<file path="src/mck_pkg.sv">
// Shared types, constants and the Morse code table for the character keyer.
// Used by mck_front, mck_cmd_queue, mck_back and morse_character_keyer.
`timescale 1ns / 1ps
`default_nettype none
package mck_pkg;

  localparam int DUR_W     = 16;
  localparam int CHAR_W    = 8;
  localparam int CFG_IDX_W = 3;
  localparam int LEN_W     = 3;
  localparam int DASH_W    = 5;
  localparam int SEL_W     = 6;

  // Character constants
  localparam logic [CHAR_W-1:0] CHAR_UPPER_A = 8'h41;  // 'A'
  localparam logic [CHAR_W-1:0] CHAR_UPPER_Z = 8'h5A;  // 'Z'
  localparam logic [CHAR_W-1:0] CHAR_LOWER_A = 8'h61;  // 'a'
  localparam logic [CHAR_W-1:0] CHAR_LOWER_Z = 8'h7A;  // 'z'
  localparam logic [CHAR_W-1:0] CHAR_ZERO    = 8'h30;  // '0'
  localparam logic [CHAR_W-1:0] CHAR_NINE    = 8'h39;  // '9'
  localparam logic [CHAR_W-1:0] CHAR_SPACE   = 8'h20;  // ' '
  localparam logic [CHAR_W-1:0] CASE_OFFSET  = 8'h20;  // 'a' - 'A'
  localparam logic [SEL_W-1:0]  DIGIT_BASE   = 6'd26;  // digits follow the letters

  // Configuration register indexes
  localparam logic [CFG_IDX_W-1:0] REG_DOT_TIME        = 3'd0;
  localparam logic [CFG_IDX_W-1:0] REG_DASH_TIME       = 3'd1;
  localparam logic [CFG_IDX_W-1:0] REG_SYMBOL_GAP_TIME = 3'd2;
  localparam logic [CFG_IDX_W-1:0] REG_CHAR_GAP_TIME   = 3'd3;
  localparam logic [CFG_IDX_W-1:0] REG_WORD_GAP_TIME   = 3'd4;

  // Configuration reset values
  localparam logic [DUR_W-1:0] RST_DOT_TIME        = 16'd500;
  localparam logic [DUR_W-1:0] RST_DASH_TIME       = 16'd1000;
  localparam logic [DUR_W-1:0] RST_SYMBOL_GAP_TIME = 16'd50;
  localparam logic [DUR_W-1:0] RST_CHAR_GAP_TIME   = 16'd50;
  localparam logic [DUR_W-1:0] RST_WORD_GAP_TIME   = 16'd1500;

  typedef enum logic [1:0] {
    KIND_CODE,
    KIND_SPACE,
    KIND_UNSUP
  } kind_t;

  // Classified character, passed from front to back
  typedef struct packed {
    kind_t             kind;
    logic [LEN_W-1:0]  len;
    logic [DASH_W-1:0] dash_bits;  // bit i set: symbol i is a dash
  } cmd_t;

  typedef struct packed {
    logic [DUR_W-1:0] dot_time;
    logic [DUR_W-1:0] dash_time;
    logic [DUR_W-1:0] symbol_gap_time;
    logic [DUR_W-1:0] char_gap_time;
    logic [DUR_W-1:0] word_gap_time;
  } timing_t;

  typedef enum logic [1:0] {
    PH_IDLE,
    PH_LIT,
    PH_GAP,
    PH_TAIL
  } phase_t;

  // Morse table: {len, dash_bits}, letters A..Z then digits 0..9
  function automatic logic [LEN_W+DASH_W-1:0] code_lookup(input logic [SEL_W-1:0] sel);
    logic [LEN_W+DASH_W-1:0] e;
    unique case (sel)
      6'd0:  e = {3'd2, 5'h02};  // A .-
      6'd1:  e = {3'd4, 5'h01};  // B -...
      6'd2:  e = {3'd4, 5'h05};  // C -.-.
      6'd3:  e = {3'd3, 5'h01};  // D -..
      6'd4:  e = {3'd1, 5'h00};  // E .
      6'd5:  e = {3'd4, 5'h04};  // F ..-.
      6'd6:  e = {3'd3, 5'h03};  // G --.
      6'd7:  e = {3'd4, 5'h00};  // H ....
      6'd8:  e = {3'd2, 5'h00};  // I ..
      6'd9:  e = {3'd4, 5'h0E};  // J .---
      6'd10: e = {3'd3, 5'h05};  // K -.-
      6'd11: e = {3'd4, 5'h02};  // L .-..
      6'd12: e = {3'd2, 5'h03};  // M --
      6'd13: e = {3'd2, 5'h01};  // N -.
      6'd14: e = {3'd3, 5'h07};  // O ---
      6'd15: e = {3'd4, 5'h06};  // P .--.
      6'd16: e = {3'd4, 5'h0B};  // Q --.-
      6'd17: e = {3'd3, 5'h02};  // R .-.
      6'd18: e = {3'd3, 5'h00};  // S ...
      6'd19: e = {3'd1, 5'h01};  // T -
      6'd20: e = {3'd3, 5'h04};  // U ..-
      6'd21: e = {3'd4, 5'h08};  // V ...-
      6'd22: e = {3'd3, 5'h06};  // W .--
      6'd23: e = {3'd4, 5'h09};  // X -..-
      6'd24: e = {3'd4, 5'h0D};  // Y -.--
      6'd25: e = {3'd4, 5'h03};  // Z --..
      6'd26: e = {3'd5, 5'h1F};  // 0 -----
      6'd27: e = {3'd5, 5'h1E};  // 1 .----
      6'd28: e = {3'd5, 5'h1C};  // 2 ..---
      6'd29: e = {3'd5, 5'h18};  // 3 ...--
      6'd30: e = {3'd5, 5'h10};  // 4 ....-
      6'd31: e = {3'd5, 5'h00};  // 5 .....
      6'd32: e = {3'd5, 5'h01};  // 6 -....
      6'd33: e = {3'd5, 5'h03};  // 7 --...
      6'd34: e = {3'd5, 5'h07};  // 8 ---..
      6'd35: e = {3'd5, 5'h0F};  // 9 ----.
      default: e = '0;
    endcase
    return e;
  endfunction

endpackage
`default_nettype wire

</file>
<file path="src/mck_front.sv">
// Front end: takes a character transfer and classifies it into a keying command.
// Depends on mck_pkg (cmd_t, code_lookup, character constants).
`timescale 1ns / 1ps
`default_nettype none
module mck_front (
  input  wire logic                      push,
  input  wire logic [mck_pkg::CHAR_W-1:0] char_code,
  input  wire logic                      q_full,
  output logic                           q_push,
  output mck_pkg::cmd_t                  q_data
);
  import mck_pkg::*;

  logic [CHAR_W-1:0]        upper;
  logic [CHAR_W-1:0]        letter_off;
  logic [CHAR_W-1:0]        digit_off;
  logic                     is_letter;
  logic                     is_digit;
  logic [SEL_W-1:0]         sel;
  logic [LEN_W+DASH_W-1:0]  entry;

  // Fold lower case to upper case
  always_comb begin
    if (char_code >= CHAR_LOWER_A && char_code <= CHAR_LOWER_Z) begin
      upper = char_code - CASE_OFFSET;
    end else begin
      upper = char_code;
    end
  end

  // Table index for letters and digits
  assign is_letter  = (upper >= CHAR_UPPER_A) && (upper <= CHAR_UPPER_Z);
  assign is_digit   = (upper >= CHAR_ZERO) && (upper <= CHAR_NINE);
  assign letter_off = upper - CHAR_UPPER_A;
  assign digit_off  = upper - CHAR_ZERO;
  assign sel        = is_letter ? letter_off[SEL_W-1:0]
                                : (digit_off[SEL_W-1:0] + DIGIT_BASE);
  assign entry      = code_lookup(sel);

  // Build the command
  always_comb begin
    q_data = '0;
    priority if (upper == CHAR_SPACE) begin
      q_data.kind = KIND_SPACE;
    end else if (is_letter || is_digit) begin
      q_data.kind      = KIND_CODE;
      q_data.len       = entry[LEN_W+DASH_W-1:DASH_W];
      q_data.dash_bits = entry[DASH_W-1:0];
    end else begin
      q_data.kind = KIND_UNSUP;
    end
  end

  assign q_push = push && !q_full;

endmodule
`default_nettype wire

</file>
<file path="src/mck_cmd_queue.sv">
// Short command queue that decouples the classifier from the segment sequencer.
// Depends on mck_pkg (cmd_t).
`timescale 1ns / 1ps
`default_nettype none
module mck_cmd_queue #(
  parameter int DEPTH = 2
) (
  input  wire logic          clk,
  input  wire logic          rst,
  input  wire logic          push,
  input  mck_pkg::cmd_t      wdata,
  output logic               full,
  input  wire logic          pop,
  output mck_pkg::cmd_t      rdata,
  output logic               empty
);
  import mck_pkg::*;

  localparam int PTR_W = (DEPTH > 1) ? $clog2(DEPTH) : 1;
  localparam int CNT_W = $clog2(DEPTH + 1);
  localparam logic [PTR_W-1:0] LAST_PTR = PTR_W'(DEPTH - 1);
  localparam logic [CNT_W-1:0] FULL_CNT = CNT_W'(DEPTH);

  cmd_t             mem [DEPTH];
  logic [PTR_W-1:0] wr_ptr;
  logic [PTR_W-1:0] rd_ptr;
  logic [CNT_W-1:0] count;
  logic             do_push;
  logic             do_pop;

  assign full    = (count == FULL_CNT);
  assign empty   = (count == '0);
  assign do_push = push && !full;
  assign do_pop  = pop && !empty;
  assign rdata   = mem[rd_ptr];

  // Storage
  always_ff @(posedge clk) begin
    if (do_push) begin
      mem[wr_ptr] <= wdata;
    end
  end

  // Pointers and fill count
  always_ff @(posedge clk) begin
    if (rst) begin
      wr_ptr <= '0;
      rd_ptr <= '0;
      count  <= '0;
    end else begin
      if (do_push) begin
        wr_ptr <= (wr_ptr == LAST_PTR) ? '0 : wr_ptr + 1'b1;
      end
      if (do_pop) begin
        rd_ptr <= (rd_ptr == LAST_PTR) ? '0 : rd_ptr + 1'b1;
      end
      if (do_push && !do_pop) begin
        count <= count + 1'b1;
      end else if (do_pop && !do_push) begin
        count <= count - 1'b1;
      end
    end
  end

  a_count_bound: assert property (@(posedge clk) disable iff (rst) count <= FULL_CNT)
    else $error("command queue count above depth");

  a_count_up: assert property (@(posedge clk) disable iff (rst)
    (do_push && !do_pop) |=> (count == $past(count) + 1'b1))
    else $error("command queue count did not grow on push");

  a_count_down: assert property (@(posedge clk) disable iff (rst)
    (do_pop && !do_push) |=> (count == $past(count) - 1'b1))
    else $error("command queue count did not shrink on pop");

endmodule
`default_nettype wire

</file>
<file path="src/mck_back.sv">
// Back end: walks one command through its lamp segments into an output register.
// Depends on mck_pkg (cmd_t, timing_t, phase_t).
`timescale 1ns / 1ps
`default_nettype none
module mck_back (
  input  wire logic                       clk,
  input  wire logic                       rst,
  input  mck_pkg::timing_t                timing,
  input  mck_pkg::cmd_t                   q_data,
  input  wire logic                       q_empty,
  output logic                            q_pop,
  input  wire logic                       pop,
  output logic                            empty,
  output logic                            lamp_on,
  output logic [mck_pkg::DUR_W-1:0]       duration_ms,
  output logic                            unsupported,
  output logic                            last
);
  import mck_pkg::*;

  phase_t            phase;
  phase_t            phase_next;
  logic [LEN_W-1:0]  remain;
  logic [DASH_W-1:0] bits;
  logic              tail_word;
  logic              tail_unsup;
  logic              out_valid;
  logic              adv;
  logic              emit;
  logic              seg_lamp;
  logic [DUR_W-1:0]  seg_dur;
  logic              seg_unsup;
  logic              seg_last;

  // Output register may take a new segment when empty or being drained
  assign adv   = !out_valid || pop;
  assign empty = !out_valid;

  // Phase register
  always_ff @(posedge clk) begin
    if (rst) begin
      phase <= PH_IDLE;
    end else begin
      phase <= phase_next;
    end
  end

  // Next phase and segment contents
  always_comb begin
    phase_next = phase;
    q_pop      = 1'b0;
    emit       = 1'b0;
    seg_lamp   = 1'b0;
    seg_dur    = timing.symbol_gap_time;
    seg_unsup  = 1'b0;
    seg_last   = 1'b0;
    unique case (phase)
      PH_IDLE: begin
        if (!q_empty) begin
          q_pop      = 1'b1;
          phase_next = (q_data.kind == KIND_CODE) ? PH_LIT : PH_TAIL;
        end
      end
      PH_LIT: begin
        emit     = adv;
        seg_lamp = 1'b1;
        seg_dur  = bits[0] ? timing.dash_time : timing.dot_time;
        if (adv) begin
          phase_next = PH_GAP;
        end
      end
      PH_GAP: begin
        emit = adv;
        if (adv) begin
          phase_next = (remain == LEN_W'(1)) ? PH_TAIL : PH_LIT;
        end
      end
      PH_TAIL: begin
        emit      = adv;
        seg_dur   = tail_word ? timing.word_gap_time : timing.char_gap_time;
        seg_unsup = tail_unsup;
        seg_last  = 1'b1;
        if (adv) begin
          phase_next = PH_IDLE;
        end
      end
      default: begin
        phase_next = PH_IDLE;
      end
    endcase
  end

  // Working copy of the current command
  always_ff @(posedge clk) begin
    if (q_pop) begin
      remain     <= q_data.len;
      bits       <= q_data.dash_bits;
      tail_word  <= (q_data.kind == KIND_SPACE);
      tail_unsup <= (q_data.kind == KIND_UNSUP);
    end else if (phase == PH_GAP && adv) begin
      remain <= remain - 1'b1;
      bits   <= bits >> 1;
    end
  end

  // Output register valid
  always_ff @(posedge clk) begin
    if (rst) begin
      out_valid <= 1'b0;
    end else if (emit) begin
      out_valid <= 1'b1;
    end else if (pop) begin
      out_valid <= 1'b0;
    end
  end

  // Output register payload
  always_ff @(posedge clk) begin
    if (emit) begin
      lamp_on     <= seg_lamp;
      duration_ms <= seg_dur;
      unsupported <= seg_unsup;
      last        <= seg_last;
    end
  end

  a_tail_marks_last: assert property (@(posedge clk) disable iff (rst)
    (phase == PH_TAIL && adv) |=> (out_valid && last))
    else $error("character tail segment not marked last");

  a_gap_has_symbols: assert property (@(posedge clk) disable iff (rst)
    (phase == PH_LIT || phase == PH_GAP) |-> (remain != '0))
    else $error("symbol phase with no symbols left");

  a_lit_then_gap: assert property (@(posedge clk) disable iff (rst)
    (phase == PH_LIT && adv) |=> (phase == PH_GAP && out_valid && lamp_on))
    else $error("lit segment not followed by symbol gap");

endmodule
`default_nettype wire

</file>
<file path="src/morse_character_keyer.sv">
// Morse character keyer: takes ASCII characters and gives lamp keying segments.
// First segment of a character: command queue, phase register, then output register.
// Sequencer: one segment per cycle while the output is free or popped; each character
//   loads in an idle phase, then gives a lit segment and a gap per symbol and a tail.
// Reset: timing registers take their default values; command queue and output empty.
// Depends on mck_pkg, mck_front, mck_cmd_queue and mck_back.
`timescale 1ns / 1ps
`default_nettype none
module morse_character_keyer #(
  parameter int CMD_QUEUE_DEPTH = 2
) (
  input  wire logic                           clk,
  input  wire logic                           rst,
  // character input
  input  wire logic                           push,
  output logic                                full,
  input  wire logic [mck_pkg::CHAR_W-1:0]     char_code,
  // segment output
  output logic                                empty,
  input  wire logic                           pop,
  output logic                                lamp_on,
  output logic [mck_pkg::DUR_W-1:0]           duration_ms,
  output logic                                unsupported,
  output logic                                last,
  // configuration writes
  input  wire logic                           cfg_valid,
  output logic                                cfg_ready,
  input  wire logic [mck_pkg::CFG_IDX_W-1:0]  cfg_index,
  input  wire logic [mck_pkg::DUR_W-1:0]      cfg_data
);
  import mck_pkg::*;

  timing_t timing;
  cmd_t    front_data;
  cmd_t    queue_data;
  logic    front_push;
  logic    queue_full;
  logic    queue_empty;
  logic    queue_pop;

  // Timing registers
  assign cfg_ready = 1'b1;

  always_ff @(posedge clk) begin
    if (rst) begin
      timing.dot_time        <= RST_DOT_TIME;
      timing.dash_time       <= RST_DASH_TIME;
      timing.symbol_gap_time <= RST_SYMBOL_GAP_TIME;
      timing.char_gap_time   <= RST_CHAR_GAP_TIME;
      timing.word_gap_time   <= RST_WORD_GAP_TIME;
    end else if (cfg_valid && cfg_ready) begin
      unique case (cfg_index)
        REG_DOT_TIME:        timing.dot_time        <= cfg_data;
        REG_DASH_TIME:       timing.dash_time       <= cfg_data;
        REG_SYMBOL_GAP_TIME: timing.symbol_gap_time <= cfg_data;
        REG_CHAR_GAP_TIME:   timing.char_gap_time   <= cfg_data;
        REG_WORD_GAP_TIME:   timing.word_gap_time   <= cfg_data;
        default: begin
        end
      endcase
    end
  end

  assign full = queue_full;

  mck_front u_front (
    .push      (push),
    .char_code (char_code),
    .q_full    (queue_full),
    .q_push    (front_push),
    .q_data    (front_data)
  );

  mck_cmd_queue #(
    .DEPTH (CMD_QUEUE_DEPTH)
  ) u_queue (
    .clk   (clk),
    .rst   (rst),
    .push  (front_push),
    .wdata (front_data),
    .full  (queue_full),
    .pop   (queue_pop),
    .rdata (queue_data),
    .empty (queue_empty)
  );

  mck_back u_back (
    .clk         (clk),
    .rst         (rst),
    .timing      (timing),
    .q_data      (queue_data),
    .q_empty     (queue_empty),
    .q_pop       (queue_pop),
    .pop         (pop),
    .empty       (empty),
    .lamp_on     (lamp_on),
    .duration_ms (duration_ms),
    .unsupported (unsupported),
    .last        (last)
  );

endmodule
`default_nettype wire
</file>
<file path="config.mk">
export PLATFORM = sky130hd
export DESIGN_NAME = morse_character_keyer
export DESIGN_NICKNAME = d
export VERILOG_FILES = /design/src/mck_pkg.sv /design/src/mck_front.sv /design/src/mck_cmd_queue.sv /design/src/mck_back.sv /design/src/morse_character_keyer.sv
export SDC_FILE = /design/constraint.sdc
export NUM_CORES = 1
export LEC_CHECK = 0
export ABC_AREA = 1
export BUFFER_PORTS_ARGS = -buffer_cell sky130_fd_sc_hd__buf_2
export CORE_ASPECT_RATIO = 1.4
export CORE_UTILIZATION = 35
export CTS_BUF_LIST = sky130_fd_sc_hd__clkbuf_2
export CTS_CLUSTER_DIAMETER = 200
export DETAILED_ROUTE_END_ITERATION = 7
export GPL_TIMING_DRIVEN = 0
export SLEW_MARGIN = 15
export SYNTH_ARGS = -nofsm -noshare
export SYNTH_HDL_FRONTEND = slang
export SYNTH_HIERARCHICAL = 1
export SYNTH_SLANG_ARGS = --single-unit
</file>
<file path="constraint.sdc">
create_clock -name clk -period 6.5 [get_ports clk]
set_input_delay 0 -clock clk [delete_from_list [all_inputs] [get_ports clk]]
set_output_delay 0 -clock clk [all_outputs]
set_load 0.03 [all_outputs]
</file>
==> results of run 1 <==
## worst max-delay path: stages
cell	delay, ns
sky130_fd_sc_hd__dlygate4sd3_1	0.53
sky130_fd_sc_hd__buf_2	0.14
sky130_fd_sc_hd__inv_1	0.06
sky130_fd_sc_hd__nand2_2	0.04
sky130_fd_sc_hd__dlygate4sd3_1	0.70
sky130_fd_sc_hd__nor2_4	0.33
sky130_fd_sc_hd__buf_4	0.24
sky130_fd_sc_hd__nand2_1	0.06
sky130_fd_sc_hd__dlygate4sd3_1	0.57
sky130_fd_sc_hd__nand3_1	0.08
sky130_fd_sc_hd__dlygate4sd3_1	0.55
## cell type report
type                            count  area share
Multi-Input combinational cell    690       0.403
Clock inverter                     15      0.0165
Sequential cell                   137       0.378
Antenna cell                        1    0.000293
Inverter                           79      0.0352
Buffer                             38      0.0288
Clock buffer                       17     0.00995
Timing Repair Buffer              103      0.0913
Tap cell                          252      0.0369
## kinds of logic after synthesis
family          share of synthesized area
compound gates                     0.0751
xor+xnor                          0.00727
fa+ha+maj                          0.0329
buf+inv                            0.0758
flops                               0.447
mux                                0.0156
other cells                      0.000519
simple gates                        0.345
## metrics by stage
step / power, mW / setup slack [ns] / hold slack (ns)
finish: 2.61 / 3.85 / 0.0552
CTS: 2.64 / 3.97 / 0.00214
global placement: 2.10 / 3.79 / 0.223
floorplan: 1.86 / 4.34 / 0.0691
detailed placement: 2.12 / 3.79 / 0.242
global route: 2.79 / 3.83 / 0.0326
## placed cells by master (no fill, tap or decap), drive strengths merged
cell type | Yosys | routed
nand2 | 249 | 249
nor2 | 219 | 219
nand3 | 96 | 96
dfxtp | 88 | 88
buf | 33 | 85
inv | 78 | 83
dlygate4sd3 | 0 | 51
edfxtp | 49 | 49
o21ai | 49 | 49
clkbuf | 5 | 22
ha | 19 | 19
o211ai | 16 | 16
a21oi | 12 | 12
mux2 | 10 | 10
clkinv | 1 | 9
nand4 | 7 | 7
xor2 | 5 | 5
and2 | 2 | 2
diode | 0 | 1
nand3b | 1 | 1
conb | 1 | 1
clkinvlp | 0 | 1
bufinv | 0 | 1
xnor2 | 1 | 1
o21bai | 1 | 1
nor4 | 1 | 1
a311oi | 1 | 1
## power by group
group	total (mW)	internal [mW]	switching [mW]	leakage (nW)
Clock	0.489	0.147	0.342	0.143
Sequential	1.14	1.09	0.0552	1.19
Combinational	0.979	0.325	0.654	2.51
## worst max-delay path by stage
stage	startpoint	end	slack (ns)	cells after the start
after global routing	cfg_index[2]	timing[57]$_SDFFE_PP1P_	3.83	11
after detailed placement	char_code[1]	u_queue/mem[0][0]$_DFFE_PP_	3.79	21
after global placement	char_code[0]	u_queue/mem[0][0]$_DFFE_PP_	3.79	21
after floorplan	char_code[0]	u_queue/mem[0][7]$_DFFE_PP_	4.34	18
after CTS	cfg_index[2]	timing[57]$_SDFFE_PP1P_	3.97	11
final	cfg_index[2]	timing[57]$_SDFFE_PP1P_	3.85	11
## flip-flops by register name, summed over array words and instances, names as in the netlist, named ones only
name and count:
u_back/last 1, u_back/tail_word 1, u_back/duration_ms 16, u_back/phase 2, u_queue/wr_ptr 1, u_queue/mem 20
u_back/lamp_on 1, u_back/bits 5, timing 80, u_back/unsupported 1, u_queue/count 2, u_back/out_valid 1
u_queue/rd_ptr 1, u_back/tail_unsup 1, u_back/remain 3
## per-layer routing
metal  routed length [µm]  global-route usage  vias to the layer above
met5                    0                   0                        -
met4                  703              0.0922                        0
met1                 7080               0.188                     2942
met3                  620              0.0287                       49
li1                     -                   -                     3273
met2                10400               0.366                      163
==> parameters.txt, run 1 <==
Parameter                              Value

Status
  Run status    complete, no violations

Synth
  Synth unique cells    42
  EDFF count, synth    49
  Average footprint of a synthesized cell    7.66 µm²
  Top FF cell, synth    sky130_fd_sc_hd__dfxtp_1
  Synth top area share    0.244
  Number of synthesized register bits    137
  Synth top cells by count    sky130_fd_sc_hd__nand2_1, sky130_fd_sc_hd__nor2_1, sky130_fd_sc_hd__nand3_1, sky130_fd_sc_hd__dfxtp_1, sky130_fd_sc_hd__inv_1
  Cells after Synth    944
  Leading cell types by total area after synthesis    sky130_fd_sc_hd__dfxtp_1, sky130_fd_sc_hd__edfxtp_1, sky130_fd_sc_hd__nand2_1, sky130_fd_sc_hd__nor2_1, sky130_fd_sc_hd__nand3_1
  Share of synthesized area occupied by flip-flops and latches    0.447
  Cell Area, Synth    7230 µm²
  Synthesized netlist net count    995
  Most repeated cell in the gate-level netlist after synthesis    sky130_fd_sc_hd__nand2_1
  Count of warnings emitted by yosys    6
  Post-synth ARST share    0
  Yosys top cell by area    sky130_fd_sc_hd__dfxtp_1

Route
  Routed length per placed instance    14.1 µm
  Starting DRC count in detailed routing    314
  Remaining antenna violation count    0
  Iteration count of the initial detailed-routing pass    5
  Overall via count from detail_route    6427
  Post-route DRC violation count    0
  Post-Route WL    18800 µm
  Vias per inst    4.83

GRT
  Via count of the first global-routing pass    6089
  Number of antenna violations at the first check in global routing    1
  Overflow left after global routing    0
  Largest net degree at the start of global routing    17
  Global-route usage over all layers    0.187
  Wire length of the first global-routing pass    30200 µm

Power and ir drop
  Leak pwr    3.84 nW
  Cell Pwr Density    305 nW/µm²
  Peak VDD IR    97.8 µV

Final layout
  Final layout net count    1117
  Final non-filler cell total    1332
  Combined area of the multi-input logic cells    3450 µm²
  Cell area after layout    8550 µm²
  Share of final-layout standard cells stronger than drive strength 1    0.184
  Fill cell total of the finished layout    2086
  Final core occ    0.426
  Sequential Area    3230 µm²
  Growth of design area from synthesis to finish    18.4%

Worst hold path
  Hold path cells    6
  Worst hold path startpoint    char_code[0]
  Worst Hold End    u_queue/mem[1][6]$_DFFE_PP_
  Worst Hold Class    in2reg

Timing
  Actual slew at the worst max-slew pin    0.836 ns
  Maximum clock frequency    378 MHz
  Hold Violations, Final    0
  Number of max-slew violations in the final report    0
  Period Utilization, post-route    0.407
  Fin crit period    2.65 ns
  Unrepaired setup endpoints after global routing    no
  Final number of setup-violating endpoints    0
  Worst-case headroom to the max-slew limit    0.440
  Worst clock skew    0.0397 ns
  Setup_tns    0 ns

Critical path
  Startpoint of the worst register-to-register path    u_queue/count[0]$_SDFFE_PP0P_
  Critical Path Start Type    input port
  Endpoint type of the worst setup path    register
  Largest fanout of any net on the critical path    10
  Setup CP Type    in2reg
  Data required time of the worst path    7.17 ns
  Worst reg-to-reg setup slack    4.64 ns
  Endpoint of the most critical register-to-register path    u_queue/mem[1][9]$_DFFE_PP_
  Cell depth of the worst flop-to-flop path    4
  Arrival time at the worst endpoint    3.32 ns

Clock network
  Buffers from clock root to sink, at most    2
  Number of buffers added for setup after CTS    0
  Max H-tree Level    4
  Number of gates resized after CTS    0
  Clock latency reported for the late side of the worst-skew pair    0.72 ns
  TritonCTS clock tree    yes
  Clock root buffer master    sky130_fd_sc_hd__clkbuf_2
  Count of hold-fix buffers inserted at cts    51
  Total clock sinks    137
  CTS Buf Count    17
  Clock slew seen by the registers of the worst setup and hold paths    0.21 ns

Die
  Horizontal die dimension    123 µm
  Die Height    172 µm
  I/O pin cnt    54
  Full die area    21200 µm²
  Site Rows    61
  Placeable core region    20100 µm²
  Effective utilization at floorplan    0.360

Flow run
  Max-cap check violation count    0

Placed design
  Dpl hpwl    14200 µm
  Placed cell area    7820 µm²
  Weighted congestion reported at the end of routability-driven placement    0.861
  Number of I/O port buffers    51
  Cell count after placement    1248
Power figures use the tool's default switching activity.
==> inputs of run 2 (changes only) <==
==> constraint.sdc (replaced) <==
create_clock -name clk -period 2.64 [get_ports clk]
set_input_delay 0 -clock clk [delete_from_list [all_inputs] [get_ports clk]]
set_output_delay 0 -clock clk [all_outputs]
set_load 0.03 [all_outputs]
==> parameters.txt, run 2 (same netlist as run 1, synthesis figures left out) <==
Parameter                              Value

Route
  Post-Route WL    18800 µm (about the same)
  Routed length per placed instance    14.1 µm (-0.18%)
  Starting DRC count in detailed routing    326 (+3.8%)
  Post-route DRC violation count    0 (unchanged)
  Overall via count from detail_route    6409 (-0.28%)
  Remaining antenna violation count    0 (unchanged)
  Iteration count of the initial detailed-routing pass    5 (unchanged)
  Vias per inst    4.80 (-0.43%)

Power and ir drop
  Power dissipated by switching net loads    2.60 mW (+150%)
  Portion of total power attributed to combinational logic    0.375 (about the same)
  Internal cell power    3.84 mW (+150%)
  Peak VDD IR    246 µV (+150%)
  Share of total power in sequential cells    0.437 (about the same)
  Leak pwr    3.85 nW (+0.28%)
  Clock power frac    0.188 (about the same)
  Fraction of power spent switching nets    0.403 (+0.000579)
  Cell Pwr Density    751 nW/µm² (+150%)

Timing
  Period Utilization, post-route    0.985
  Final number of setup-violating endpoints    0 (unchanged)
  Actual slew at the worst max-slew pin    0.838 ns (+0.00122 ns)
  Worst clock skew    0.0435 ns (+0.00377 ns)
  Hold Violations, Final    0 (unchanged)
  Unrepaired setup endpoints after global routing    no
  Number of max-slew violations in the final report    0 (unchanged)
  Fin crit period    2.60 ns
  Setup_tns    0 ns (unchanged)
  Maximum clock frequency    385 MHz
  Worst-case headroom to the max-slew limit    0.440 (-0.000815)

Die
  Full die area    21200 µm² (unchanged)
  Site Rows    61 (unchanged)
  Die Height    172 µm (unchanged)
  Effective utilization at floorplan    0.360 (unchanged)
  Horizontal die dimension    123 µm (unchanged)
  Placeable core region    20100 µm² (unchanged)
  I/O pin cnt    54 (unchanged)

GRT
  Wire length of the first global-routing pass    30200 µm (unchanged)
  Via count of the first global-routing pass    6089 (unchanged)
  Global-route usage over all layers    0.187 (unchanged)
  Largest net degree at the start of global routing    17 (unchanged)
  Overflow left after global routing    0 (unchanged)
  Number of antenna violations at the first check in global routing    1 (unchanged)

Critical path
  Endpoint type of the worst setup path    register
  Critical Path Start Type    input port
  Arrival time at the worst endpoint    3.29 ns (-0.03 ns)
  Largest fanout of any net on the critical path    10 (unchanged)
  Setup CP Type    in2reg
  Data required time of the worst path    3.33 ns (-3.84 ns)

Clock network
  Total clock sinks    137 (unchanged)
  Number of gates resized after CTS    0 (unchanged)
  CTS Buf Count    17 (unchanged)
  Buffers from clock root to sink, at most    2 (unchanged)
  Clock root buffer master    sky130_fd_sc_hd__clkbuf_2
  Max H-tree Level    4 (unchanged)
  TritonCTS clock tree    yes
  Clock slew seen by the registers of the worst setup and hold paths    0.21 ns (about the same)
  Clock latency reported for the late side of the worst-skew pair    0.74 ns (+0.02 ns)

Final layout
  Biggest regs    timing: 80 flops, u_queue/mem: 20 flops, u_back/duration_ms: 16 flops
  Most common cell after layout, fill and taps aside    sky130_fd_sc_hd__nand2_1
  Final layout net count    1119 (+0.18%)
  Commonest cells after routing, fill and taps aside    sky130_fd_sc_hd__nand2_1, sky130_fd_sc_hd__nor2_1, sky130_fd_sc_hd__nand3_1
  Share of final-layout standard cells stronger than drive strength 1    0.186 (+0.00151)
  Register with the highest flop count    timing
  Growth of design area from synthesis to finish    18.6%
  Flip-flop count of the largest register after layout    80 (unchanged)
  Cell area after layout    8570 µm² (+0.18%)

Flow run
  Max-cap check violation count    0 (unchanged)

Placed design
  Dpl hpwl    14200 µm (unchanged)
  Placed cell area    7820 µm² (unchanged)
  Weighted congestion reported at the end of routability-driven placement    0.861 (unchanged)
  Number of I/O port buffers    51 (unchanged)

Status
  Run status    complete, no violations

Worst hold path
  Worst Hold Class    in2reg
run 2: cell types whose count changed in the layout (fill, tap and decap cells not counted):
cell | previous run | this run
sky130_fd_sc_hd__buf_4 | 8 | 10
run 2: through the flow:
step	hold WS, ns	power, mW	setup WS (ns)	cells	utilization
global route	0.0326	6.86	0.00545	1334	0.427
detailed placement	0.242	5.23	-0.0651	1248	0.389
finish	0.0336	6.44	0.0394	1334	0.427
global placement	0.223	5.17	-0.0664	1247	0.388
CTS	0.00214	6.49	0.109	1331	0.426
floorplan	0.0691	4.58	0.483	944	-
run 2: cell type report:
type                    count  area (µm²)
fillers                  2086       11500
flip-flops and latches    137        3230
clock inverters            15         141
plain buffers              38         246
repair buffers            105         796
multi-input cells         690        3450
diodes                      1        2.50
clock buffers              17        85.1
inverters                  79         302
well taps                 252         315
run 2: path summary, 6_finish.rpt:
| kind | end | from | slack [ns] | cells after the start |
|---|---|---|---|---|
| worst min-delay path | u_queue/mem[1][6]$_DFFE_PP_ | char_code[0] | 0.03 | 6 |
| worst max-delay path | timing[57]$_SDFFE_PP1P_ | cfg_index[2] | 0.04 | 11 |
| worst min register to register | timing[21]$_SDFFE_PP1P_ | timing[21]$_SDFFE_PP1P_ | 0.49 | 2 |
| worst max register to register | u_queue/mem[1][9]$_DFFE_PP_ | u_queue/count[0]$_SDFFE_PP0P_ | 0.77 | 4 |
run 2: what timing repair did:
item | CTS | global route
setup buffers | 0 | 2
hold buffers | 51 | 0
endpoints found under the hold margin | 123 | 0
endpoints found under the setup margin | 0 | 1
run 2: per-layer routing:
layer	share of wire	track usage	vias to the layer above
li1	-	-	3277
met1	0.38	0.188	2934
met4	0.035	0.0922	0
met3	0.032	0.0287	41
met2	0.56	0.366	157
met5	0	0	-
run 2: worst max-delay path, stage by stage:
cell and delay [ns]:
sky130_fd_sc_hd__dlygate4sd3_1 0.53, sky130_fd_sc_hd__buf_2 0.14, sky130_fd_sc_hd__inv_1 0.06, sky130_fd_sc_hd__nand2_2 0.04, sky130_fd_sc_hd__dlygate4sd3_1 0.70, sky130_fd_sc_hd__nor2_4 0.30, sky130_fd_sc_hd__buf_4 0.24, sky130_fd_sc_hd__nand2_1 0.06
sky130_fd_sc_hd__dlygate4sd3_1 0.57, sky130_fd_sc_hd__nand3_1 0.08, sky130_fd_sc_hd__dlygate4sd3_1 0.55
run 2: power by group through the flow:
stage / Sequential [mW] / Combinational, mW / Clock, mW
finish: 2.81 / 2.41 / 1.21
global route: 2.86 / 2.68 / 1.33
CTS: 2.82 / 2.42 / 1.25
detailed placement: 2.87 / 2.36 / 0
floorplan: 3.08 / 1.51 / 0
global placement: 2.86 / 2.31 / 0
==> inputs of run 3 (changes only) <==
==> constraint.sdc (replaced) <==
create_clock -name clk -period 2.64 [get_ports clk]
set_input_delay 0.528 -clock clk [delete_from_list [all_inputs] [get_ports clk]]
set_output_delay 0.528 -clock clk [all_outputs]
set_load 0.03 [all_outputs]
==> parameters.txt, run 3 (same netlist as run 1, synthesis figures left out) <==
Parameter                              Value

Die
  I/O pin cnt    54 (unchanged)
  Placeable core region    20100 µm² (unchanged)
  Full die area    21200 µm² (unchanged)
  Die Height    172 µm (unchanged)
  Horizontal die dimension    123 µm (unchanged)
  Effective utilization at floorplan    0.360 (unchanged)
  Site Rows    61 (unchanged)

Final layout
  Final layout net count    1067 (-4.6%)
  Share of final-layout standard cells stronger than drive strength 1    0.194 (+0.00842)
  Final non-filler cell total    1282 (-3.9%)
  Cell area after layout    8080 µm² (-5.7%)
  Commonest cells after routing, fill and taps aside    sky130_fd_sc_hd__nand2_1, sky130_fd_sc_hd__nor2_1, sky130_fd_sc_hd__nand3_1
  Most common cell after layout, fill and taps aside    sky130_fd_sc_hd__nand2_1
  Final core occ    0.403 (-0.0242)
  Flip-flop count of the largest register after layout    80 (unchanged)
  Register with the highest flop count    timing
  Fill cell total of the finished layout    2113 (+1.3%)
  Biggest regs    timing: 80 flops, u_queue/mem: 20 flops, u_back/duration_ms: 16 flops
  Growth of design area from synthesis to finish    11.8%

Critical path
  Category of cells accounting for the largest share of critical-path delay    simple AND/OR/NAND/NOR gates
  Arrival time at the worst endpoint    2.95 ns (-0.34 ns)
  Sequence of cells on the critical path    buf_2 -> inv_1 -> ha_1 -> nor2_1 -> nand3_2 -> nand2_1 -> nor2_2 -> nand2_2 -> nor2_8 -> nand2_8 -> nand2_1 -> nand2_2 -> ha_1 -> inv_1 -> nand2_1 -> nand2_1 -> nand2_1 -> nand2_1 -> nand2_1 -> a21oi_1
  Combined buffer and inverter count along the critical path    3 (-4)
  Worst path slowest cell    sky130_fd_sc_hd__ha_1
  Setup CP Type    in2reg
  Largest stage delay on the critical path    0.35 ns (-0.35 ns)
  Worst reg-to-reg setup slack    0.81 ns (+0.04 ns)
  Endpoint type of the worst setup path    register
  Critical Path Start Type    input port
  Data required time of the worst path    3.16 ns (-0.17 ns)
  Cell occurring most often along the worst timing path    sky130_fd_sc_hd__nand2_1
  Largest fanout of any net on the critical path    10 (unchanged)

Route
  Iteration count of the initial detailed-routing pass    8 (+3)
  Starting DRC count in detailed routing    356 (+9.2%)
  Post-route DRC violation count    1 (+1)
  Vias per inst    4.75 (-1.1%)
  Post-Route WL    18200 µm (-3.4%)
  Remaining antenna violation count    0 (unchanged)
  Overall via count from detail_route    6092 (-4.9%)
  Routed length per placed instance    14.2 µm (+0.52%)

Power and ir drop
  Leak pwr    3.67 nW (-4.6%)
  Portion of total power attributed to combinational logic    0.363 (-0.012)
  Peak VDD IR    248 µV (+1.0%)
  Share of total power in sequential cells    0.434 (-0.003)
  Internal cell power    3.97 mW (+3.5%)
  Total chip power    6.47 mW (+0.58%)
  Fraction of power spent switching nets    0.386 (-0.0170)
  Cell Pwr Density    801 nW/µm² (+6.6%)
  Clock power frac    0.203 (+0.015)
  Power dissipated by switching net loads    2.50 mW (-3.7%)

Flow run
  Max-cap check violation count    0 (unchanged)

Timing
  Worst-case headroom to the max-slew limit    0.447 (+0.00752)
  Maximum clock frequency    411 MHz (+6.9%)
  Setup_tns    0 ns (unchanged)
  Final number of setup-violating endpoints    0 (unchanged)
  Number of max-slew violations in the final report    0 (unchanged)
  Fin crit period    2.43 ns (-0.168 ns)
  Hold Violations, Final    0 (unchanged)
  Actual slew at the worst max-slew pin    0.826 ns (-0.0112 ns)
  Period Utilization, post-route    0.921 (-0.0636)
  Unrepaired setup endpoints after global routing    no
  Worst clock skew    0.0407 ns (-0.00281 ns)

Status
  Run status    complete, but fails checks
  Violated checks    design-rule violations

Clock network
  Clock root buffer master    sky130_fd_sc_hd__clkbuf_2
  Max H-tree Level    4 (unchanged)
  Buffers from clock root to sink, at most    2 (unchanged)
  Clock latency reported for the late side of the worst-skew pair    0.70 ns (-0.04 ns)
  Total clock sinks    137 (unchanged)
  Number of buffers added for setup after CTS    0 (unchanged)
  CTS Buf Count    17 (unchanged)
  TritonCTS clock tree    yes
  Clock slew seen by the registers of the worst setup and hold paths    0.20 ns (about the same)

Placed design
  Weighted congestion reported at the end of routability-driven placement    0.842 (-2.2%)
  Placed cell area    7820 µm² (about the same)
  Number of I/O port buffers    51 (unchanged)
  Cell count after placement    1248 (unchanged)
  Dpl hpwl    14100 µm (-0.63%)

GRT
  Wire length of the first global-routing pass    29300 µm (-2.9%)
  Number of antenna violations at the first check in global routing    1 (unchanged)
  Via count of the first global-routing pass    5813 (-4.5%)
  Global-route usage over all layers    0.182 (-0.00501)
  Largest net degree at the start of global routing    17 (unchanged)
  Overflow left after global routing    0 (unchanged)

Worst hold path
  Worst Hold Class    in2reg
run 3: changes by cell type in the layout (fill, tap and decap cells not counted):
| cell | previous run | this run |
|---|---|---|
| sky130_fd_sc_hd__bufinv_16 | 1 | 3 |
| sky130_fd_sc_hd__dlygate4sd3_1 | 51 | 1 |
| sky130_fd_sc_hd__clkinv_2 | 4 | 2 |
| sky130_fd_sc_hd__inv_6 | 3 | 2 |
| sky130_fd_sc_hd__inv_8 | 2 | 0 |
| sky130_fd_sc_hd__buf_4 | 10 | 8 |
| sky130_fd_sc_hd__nand2_2 | 13 | 15 |
| sky130_fd_sc_hd__clkinv_4 | 4 | 2 |
| sky130_fd_sc_hd__clkbuf_2 | 17 | 20 |
| sky130_fd_sc_hd__nand2_1 | 231 | 229 |
| sky130_fd_sc_hd__clkinv_1 | 1 | 2 |
| sky130_fd_sc_hd__inv_2 | 14 | 15 |
run 3: repair_timing:
action                     in CTS  in global routing
hold endpoints to repair        1                  0
gates resized for setup         0                  1
hold buffers                    1                  0
setup endpoints to repair       0                  4
run 3: layer usage:
metal | up-vias | global-route usage | routed length [µm]
met5 | - | 0 | 0
met4 | 0 | 0.0733 | 461
met3 | 33 | 0.0287 | 468
met2 | 105 | 0.355 | 10000
met1 | 2781 | 0.190 | 7190
li1 | 3173 | - | -
run 3: final timing paths:
kind / from / to / cells past startpoint
max: char_code[1] / u_queue/mem[0][6]$_DFFE_PP_ / 20
max reg2reg: u_queue/count[0]$_SDFFE_PP0P_ / u_queue/mem[1][8]$_DFFE_PP_ / 4
min reg2reg: timing[21]$_SDFFE_PP1P_ / timing[21]$_SDFFE_PP1P_ / 2
min: cfg_data[9] / timing[57]$_SDFFE_PP1P_ / 3
run 3: power by group through the flow:
stage / combinational, mW / sequential, mW / clock, mW
6_report: 2.35 / 2.81 / 1.31
2_1_floorplan: 1.51 / 3.08 / 0
4_1_cts: 2.37 / 2.81 / 1.35
3_3_place_gp: 2.31 / 2.86 / 0
5_1_grt: 2.62 / 2.86 / 1.44
3_5_place_dp: 2.37 / 2.86 / 0
run 3: stage by stage:
stage	worst slack (ns)	hold WS [ns]
final	0.207	0.0545
after global routing	0.0327	0.00242
after CTS	0.252	0.0123
after detailed placement	-0.509	0.442
after global placement	-0.534	0.440
after floorplan	0.0135	0.424
run 3: final cells by class:
| type | instances | area (µm²) | area share |
|---|---|---|---|
| multi-input cells | 690 | 3450 | 0.427 |
| flip-flops and latches | 137 | 3230 | 0.400 |
| well taps | 252 | 315 | 0.0390 |
| inverters | 79 | 302 | 0.0373 |
| repair buffers | 53 | 280 | 0.0347 |
| plain buffers | 38 | 246 | 0.0305 |
| clock inverters | 12 | 150 | 0.0186 |
| clock buffers | 20 | 100 | 0.0124 |
| diodes | 1 | 2.50 | 0.000310 |
run 3: worst register-to-register path: cells and delay by family, from the launching register on:
family	cells	cell delay [ns]
AO/OA/AOI/OAI	1	0.10
flip-flops	1	0.51
AND/OR/NAND/NOR	3	0.87
